File: src/hw/rtl/fpba_pkg.sv
// Shared types, constants and lookup tables for the frame peak banded attenuation block.
package fpba_pkg;

    // Field widths and format of the pixel stream.
    localparam int PIXEL_BITS = 16;
    localparam int FRAC_BITS  = 8;
    localparam int OUT_BITS   = 24;

    // Band and gain tables.
    localparam int NUM_BANDS = 10;
    localparam int BAND_BITS = 4;
    localparam int GAIN_BITS = 10;
    localparam int PCT_BITS  = 7;
    localparam int CMP_BITS  = PIXEL_BITS + PCT_BITS;

    // Rounded division by 1000 after scaling by 2^FRAC_BITS.
    // (x * 2^8 + 500) / 1000 reduces to (x * 32 + 62) / 125, and the
    // division by 125 is a multiplication by a reciprocal.
    localparam int X_BITS     = PIXEL_BITS + GAIN_BITS;
    localparam int PRE_SHIFT  = FRAC_BITS - 3;
    localparam int Y_BITS     = X_BITS + PRE_SHIFT;
    localparam int ROUND_BIAS = 62;
    localparam int RECIP_BITS = 32;
    localparam int QUOT_SHIFT = 38;
    localparam int PROD_BITS  = Y_BITS + RECIP_BITS;
    localparam int QUOT_BITS  = PROD_BITS - QUOT_SHIFT;
    localparam logic [RECIP_BITS-1:0] RECIP_125 = 32'd2199023256;

    typedef logic [PIXEL_BITS-1:0] pixel_t;
    typedef logic [BAND_BITS-1:0]  band_t;
    typedef logic [GAIN_BITS-1:0]  gain_t;
    typedef logic [OUT_BITS-1:0]   out_t;

    // Band index for pixels that pass unchanged.
    localparam band_t BAND_PASS = 4'd10;

    typedef enum logic [1:0] {
        CMD_MEASURE = 2'd0,
        CMD_CORRECT = 2'd1,
        CMD_CLEAR   = 2'd2,
        CMD_UNUSED  = 2'd3
    } cmd_t;

    // Upper bound of each band as a percentage of the peak.
    function automatic logic [PCT_BITS-1:0] band_percent(input band_t idx);
        logic [PCT_BITS-1:0] pct;
        case (idx)
            4'd0:    pct = 7'd50;
            4'd1:    pct = 7'd55;
            4'd2:    pct = 7'd59;
            4'd3:    pct = 7'd63;
            4'd4:    pct = 7'd65;
            4'd5:    pct = 7'd66;
            4'd6:    pct = 7'd67;
            4'd7:    pct = 7'd68;
            4'd8:    pct = 7'd69;
            4'd9:    pct = 7'd70;
            default: pct = 7'd100;
        endcase
        return pct;
    endfunction

    // Gain of each band in thousandths.
    function automatic gain_t gain_milli(input band_t idx);
        gain_t g;
        case (idx)
            4'd0:    g = 10'd700;
            4'd1:    g = 10'd750;
            4'd2:    g = 10'd800;
            4'd3:    g = 10'd850;
            4'd4:    g = 10'd900;
            4'd5:    g = 10'd940;
            4'd6:    g = 10'd970;
            4'd7:    g = 10'd990;
            4'd8:    g = 10'd995;
            4'd9:    g = 10'd999;
            default: g = 10'd1000;
        endcase
        return g;
    endfunction

endpackage

File: src/hw/rtl/fpba_band_select.sv
// Band selection: compares a pixel with the ten percentage bounds of the peak.
module fpba_band_select (
    input  fpba_pkg::pixel_t pixel,
    input  fpba_pkg::pixel_t peak,
    output fpba_pkg::band_t  band,
    output fpba_pkg::gain_t  gain
);

    logic [fpba_pkg::CMP_BITS-1:0]  px_scaled;
    logic [fpba_pkg::NUM_BANDS-1:0] below;

    // Pixel times 100, compared against each bound times the peak.
    always_comb
    begin
        px_scaled = fpba_pkg::CMP_BITS'(pixel) * fpba_pkg::CMP_BITS'(100);
        for (int b = 0; b < fpba_pkg::NUM_BANDS; b++)
        begin
            below[b] = px_scaled <=
                (fpba_pkg::CMP_BITS'(fpba_pkg::band_percent(fpba_pkg::BAND_BITS'(b))) *
                 fpba_pkg::CMP_BITS'(peak));
        end
    end

    // The lowest bound that the pixel does not exceed picks the band.
    always_comb
    begin
        band = fpba_pkg::BAND_PASS;
        for (int b = fpba_pkg::NUM_BANDS - 1; b >= 0; b--)
        begin
            if (below[b])
            begin
                band = fpba_pkg::BAND_BITS'(b);
            end
        end
        gain = fpba_pkg::gain_milli(band);
    end

endmodule

File: config.mk
export PLATFORM = sky130hd
export DESIGN_NAME = fpba_band_select
export DESIGN_NICKNAME = d
export VERILOG_FILES = /design/src/hw/rtl/fpba_pkg.sv /design/src/hw/rtl/fpba_band_select.sv
export SDC_FILE = /design/constraint.sdc
export NUM_CORES = 1
export LEC_CHECK = 0
export ABC_AREA = 1
export BUFFER_PORTS_ARGS = -buffer_cell sky130_fd_sc_hd__buf_2
export CAP_MARGIN = 20
export CORE_MARGIN = 2
export CORE_UTILIZATION = 65
export DETAILED_ROUTE_END_ITERATION = 8
export GPL_TIMING_DRIVEN = 0
export PLACE_DENSITY = 0.88
export SYNTH_ARGS = -nofsm -noshare
export SYNTH_HDL_FRONTEND = slang
export SYNTH_SLANG_ARGS = --single-unit
File: constraint.sdc
create_clock -name vclk -period 10.8
set_input_delay 2.16 -clock vclk [all_inputs]
set_output_delay 2.16 -clock vclk [all_outputs]
set_load 0.01 [all_outputs]
==> results of run 1 <==
-- area by class of cell --
class / count / share of cell area (%)
multi-input cells: 2090 / 84.77
inverters: 545 / 10.09
repair buffers: 71 / 2.700
well taps: 384 / 2.345
plain buffers: 2 / 0.09161
-- path summary, 6_finish.rpt --
path / from / end / slack (ps)
setup / recovery: peak[11] / gain[4] / 110
hold / removal: pixel[15] / band[3] / 5660
-- tightest hold or removal path: cells and delay by family --
family	cells	cell delay, ps
xor+xnor	1	160
fa+ha+maj	1	270
buf+inv	2	260
simple gates	8	640
-- placed cells by master, fill, tap and decap left out, drive strengths merged, types with 4 or more instances in the layout --
cell type  instances
inv              540
ha               511
nand2            504
a21oi            219
fa               165
nor2             143
xor2             110
nand3            103
o21ai             86
buf               67
xnor2             46
nand4             41
nor3              25
o21bai            20
a31oi             16
a21o              15
o21a              13
nor4              13
nand3b             9
o31ai              7
a21boi             7
clkbuf             6
clkinvlp           5
a31o               5
and3               4
o211ai             4
or2                4
-- layer usage --
| metal | global-route usage (%) | up-vias |
|---|---|---|
| met5 | 0 | - |
| met4 | 24.35 | 0 |
| met3 | 7.251 | 285 |
| met2 | 60.81 | 1067 |
| met1 | 51.30 | 8581 |
| li1 | - | 8790 |
-- cells by family (layout without fill, tap and decap cells) --
kind of cell             after synthesis  count (layout)
buffers and inverters                548             618
AND/OR/NAND/NOR                      851             851
AO/OA/AOI/OAI                        406             406
adder cells (fa/ha/maj)              676             676
XOR/XNOR                             156             156
other                                  1               1
-- repair_timing --
action,in CTS,in global routing
gates cloned,0,0
endpoints found under the setup margin,13,10
gates resized for setup,26,61
pin swaps,1,11
setup buffers,4,14
endpoints found under the hold margin,0,0
-- metrics by stage --
step | std cells | setup slack (ps)
2_1_floorplan | 2638 | 1049
3_3_place_gp | 3067 | -926.4
3_5_place_dp | 3075 | -1037
4_1_cts | 3078 | 4.378
5_1_grt | 3092 | -44.17
6_report | 3092 | 112.1
-- power by group through the flow --
stage          Sequential, W  Combinational, W  Clock, W
5_1_grt                    0           0.00561         0
4_1_cts                    0           0.00481         0
3_3_place_gp               0           0.00446         0
6_report                   0           0.00507         0
2_1_floorplan              0           0.00344         0
3_5_place_dp               0           0.00475         0
-- cells in the mapped netlist, types with 2 or more instances --
master / n / area, um^2
inv_1: 540 / 2027
ha_1: 511 / 6394
nand2_1: 493 / 1851
a21oi_1: 215 / 1076
fa_1: 165 / 3303
nor2_1: 135 / 506.7
xor2_1: 109 / 954.7
nand3_1: 96 / 480.5
o21ai_0: 75 / 375.4
xnor2_1: 45 / 394.1
nand4_1: 40 / 250.2
nor3_1: 24 / 120.1
o21bai_1: 20 / 150.1
a31oi_1: 16 / 100.1
a21o_1: 15 / 112.6
nor4_1: 13 / 81.33
o21a_1: 13 / 97.59
nand3b_1: 9 / 67.56
o21ai_1: 9 / 45.04
nand2_2: 7 / 43.79
nand3_2: 7 / 70.07
o31ai_1: 7 / 52.55
a31o_2: 5 / 43.79
a21boi_1: 4 / 30.03
and3_1: 4 / 25.02
inv_2: 4 / 15.01
nand2_4: 4 / 45.04
nor2_2: 4 / 25.02
nor2_4: 4 / 45.04
o211ai_1: 4 / 30.03
a211oi_1: 3 / 22.52
a21boi_0: 3 / 22.52
a21oi_2: 3 / 26.28
a22oi_1: 3 / 22.52
and2_1: 3 / 18.77
a221oi_1: 2 / 17.52
o2111ai_1: 2 / 17.52
o21ai_2: 2 / 17.52
o221ai_1: 2 / 17.52
or2_2: 2 / 12.51
==> results.py, run 1 <==
metrics = {
    "status": {
        "status": "completed",
    },
    "detailed_routing": {
        "met3_length_um": 6987,
        "wl_um": 61910,
        "drt_pre_antenna_iters": 6,
        "avgRoutedWirePerCell_um": 20.02,
        "num_vias": 18720,
        "drtIter0Drc": 2086,
        "wl_met2_um": 25780,
        "avgViaCountPerCell": 6.055,
        "route.detailed.drc": 0,
        "highest_layer": "met4",
        "final_antenna_net_count": 0,
        "drt-met1-wl_um": 24360,
    },
    "layout": {
        "drive_gt1_share_pct": 6.388,
        "diodes": 0,
        "areaGrowthSynthToFinish_pct": 6.936,
        "nNetsFinal": 3418,
        "multiInputGateArea_um2": 17370,
        "nFlopsAndLatches": 0,
        "regArea_um2": 0,
        "post-route-cell-area_um2": 20490,
        "clockBufferCount": 0,
        "final_util_pct": 70.99,
        "n_fill_cell": 2335,
    },
    "die": {
        "die_x_um": 175.7,
        "dieHeight_um": 175.7,
        "pin_count": 46,
        "start_util_pct": 66.38,
        "die-area_um2": 30860,
        "num_rows": 62,
        "coreArea_um2": 28860,
    },
    "sta": {
        "maxSlewViolCount": 0,
        "fin_crit_sh_pct": 98.96,
        "setup_viol": 0,
        "setup_tns_ps": 0,
        "hold_violations": 0,
        "worst-slew-pin-transition_ps": 1071,
        "whs_ps": 5661,
        "min_period_ps": 10690,
        "fmax_ghz": 0.09356,
        "relSlewSlack_pct": 28.54,
    },
    "pwr": {
        "p_leak_nw": 11.64,
        "p_int_w": 0.001888,
        "clkPwrFrac_pct": 0,
        "power.density_nw_per_um2": 247.7,
        "p_total_w": 0.005074,
        "pwr-share-seq_pct": 0,
        "ir_drop_mv": 0.2999,
        "p_comb_share_pct": 100.0,
        "switching_share_pct": 62.78,
        "power.switching_w": 0.003185,
    },
    "synth": {
        "synthAdderAreaFrac_pct": 50.62,
        "syn-cell-area_um2": 19160,
        "synthSimpleGateAreaFrac_pct": 19.29,
        "netlist_instances": 2638,
        "syn_nets": 3346,
        "yosys_warnings": 0,
        "synth_top_family_by_area": "adder cells",
        "ys_seq_area_share_pct": 0,
        "synth_xor_area_share_pct": 7.211,
        "synth.avg_cell_area_um2": 7.262,
        "synth_compound_area_share_pct": 12.07,
        "synth_mux_area_share_pct": 0,
        "synth.distinct_cells": 56,
    },
    "worst_hold_path": {
        "hp-class": "input port to output port",
        "min_path_cells": 12,
    },
    "global_route": {
        "overflow": 0,
        "track_usage_pct": 39.46,
        "grt_pass1_vias": 18130,
        "grt_pass1_wl_um": 94610,
        "grt_max_degree": 18,
        "antenna_found_initial": 0,
    },
    "clocking": {
        "hold_buffers": 0,
    },
    "setup_path": {
        "cp.required_ps": 8640,
        "end_kind": "output port",
        "cp_num_buf_inv": 4,
        "critPathTopFamily": "adder cells",
        "crit_top_cell": "nand2_1",
        "path_depth": 26,
        "crit_type": "input port to output port",
        "crit_path_top_delay_cell": "fa_1",
        "arrival_ps": 8530,
        "cp_slowest_stage_delay_ps": 820,
        "critPathMaxFanout": 12,
        "worstSetupStartpointType": "input port",
    },
    "run": {
        "drv_cap": 0,
    },
    "placed_design": {
        "place_congestion": 1.075,
        "post_dp_cell_area_um2": 20040,
        "port_buffers": 45,
        "dp_hpwl_um": 51430,
    },
}
(Power assumes the default switching activity.)
==> run 2: changes to the inputs <==
--- a/config.mk
+++ b/config.mk
@@ -9,10 +9,10 @@
 export BUFFER_PORTS_ARGS = -buffer_cell sky130_fd_sc_hd__buf_2
 export CAP_MARGIN = 20
 export CORE_MARGIN = 2
-export CORE_UTILIZATION = 65
+export CORE_UTILIZATION = 35
 export DETAILED_ROUTE_END_ITERATION = 8
 export GPL_TIMING_DRIVEN = 0
-export PLACE_DENSITY = 0.88
+export PLACE_DENSITY = 0.56
 export SYNTH_ARGS = -nofsm -noshare
 export SYNTH_HDL_FRONTEND = slang
 export SYNTH_SLANG_ARGS = --single-unit
==> results.py, run 2 (same netlist as run 1, synthesis figures left out) <==
metrics = {
    "status": {
        "status": "completed",
    },
    "layout": {
        "diodes": 0,
        "nFlopsAndLatches": 0,
        "mostFrequentLayoutCells": "inv_1, ha_1, nand2_1",
        "post-route-cell-area_um2": 21030,
        "nNetsFinal": 3422,
        "regArea_um2": 0,
        "areaGrowthSynthToFinish_pct": 9.758,
        "clockBufferCount": 0,
        "final_util_pct": 39.00,
        "final_common_cell": "inv_1",
        "drive_gt1_share_pct": 6.674,
    },
    "sta": {
        "maxSlewViolCount": 0,
        "setup_viol": 0,
        "min_period_ps": 10470,
        "setup_slack_ps": 332.5,
        "worst-slew-pin-transition_ps": 1042,
        "hold_violations": 0,
        "relSlewSlack_pct": 30.55,
        "fmax_ghz": 0.09553,
        "setup_tns_ps": 0,
        "fin_crit_sh_pct": 96.92,
    },
    "pwr": {
        "power.density_nw_per_um2": 240.4,
        "p_total_w": 0.005056,
        "p_leak_nw": 11.71,
        "ir_drop_mv": 0.2522,
    },
    "detailed_routing": {
        "avgRoutedWirePerCell_um": 18.99,
        "route.detailed.drc": 0,
        "drt_pre_antenna_iters": 5,
        "drtIter0Drc": 1232,
        "wl_met2_um": 28320,
        "highest_layer": "met4",
        "num_vias": 17650,
        "avgViaCountPerCell": 5.179,
        "drt-met1-wl_um": 31150,
        "met3_length_um": 3712,
        "final_antenna_net_count": 0,
        "wl_um": 64730,
    },
    "setup_path": {
        "crit_type": "input port to output port",
        "worstSetupStartpointType": "input port",
        "crit_top_cell": "nand2_1",
        "end_kind": "output port",
        "critPathMaxFanout": 12,
        "arrival_ps": 8310,
        "cp_slowest_stage_delay_ps": 630,
        "crit_path_top_delay_cell": "xnor2_2",
        "cp.required_ps": 8640,
        "critPathTopFamily": "adder cells",
        "cp_num_buf_inv": 6,
    },
    "die": {
        "coreArea_um2": 53920,
        "die_x_um": 238.0,
        "num_rows": 85,
        "dieHeight_um": 238.0,
        "start_util_pct": 35.53,
        "die-area_um2": 56620,
        "pin_count": 46,
    },
    "placed_design": {
        "port_buffers": 45,
        "place_ws_ps": -946.0,
        "post_dp_cell_area_um2": 20490,
        "place_congestion": 0.9746,
        "dp_hpwl_um": 53320,
    },
    "run": {
        "drv_cap": 0,
    },
    "global_route": {
        "grt_pass1_vias": 16840,
        "grt_pass1_wl_um": 98460,
        "grt_max_degree": 18,
        "overflow": 0,
        "track_usage_pct": 22.74,
        "antenna_found_initial": 0,
    },
    "worst_hold_path": {
        "hp-class": "input port to output port",
    },
}
run 2: layout make-up:
cell class | instances | area (um^2)
timing repair buffer | 75 | 675.6
fill | 5625 | 32890
tap | 696 | 870.8
inverter | 545 | 2072
buffer | 2 | 18.77
multi-input combinational | 2090 | 17390
run 2: worst min-delay path, stage by stage:
cell,delay [ps]
buf_6,220
fa_1,240
o31ai_1,80
nor2_1,80
nor2_1,60
nor2_1,190
nor2_4,110
inv_2,100
nor2_4,60
buf_2,130
run 2: path summary, 6_finish.rpt:
| path | start | to | slack, ps | cells past startpoint |
|---|---|---|---|---|
| worst max-delay path | pixel[2] | gain[2] | 330 | 32 |
| worst min-delay path | peak[1] | band[3] | 5610 | 10 |
run 2: stage by stage:
stage / hold WS [ps] / std cells
4_1_cts: 5600 / 3398
3_3_place_gp: 5665 / 3379
2_1_floorplan: 4960 / 2638
5_1_grt: 5705 / 3408
3_5_place_dp: 5664 / 3389
6_report: 5610 / 3408
run 2: layer usage:
layer  vias up  track usage (%)
li1       8770                -
met1      8336            32.94
met2       471            36.73
met3        72            2.059
met4         0            4.574
met5         -                0
run 2: timing repair:
| item | 4_1_cts | 5_1_grt |
|---|---|---|
| hold buffers | 0 | 0 |
| gates resized for setup | 45 | 64 |
| setup endpoints to repair | 13 | 10 |
| pin swaps | 4 | 14 |
| setup buffers | 10 | 10 |
run 2: power by group:
part,switching [W],leakage [nW],internal [W],total (W)
clock,0,0,0,0
sequential,0,0,0,0
combinational,0.00317,11.7,0.00189,0.00506
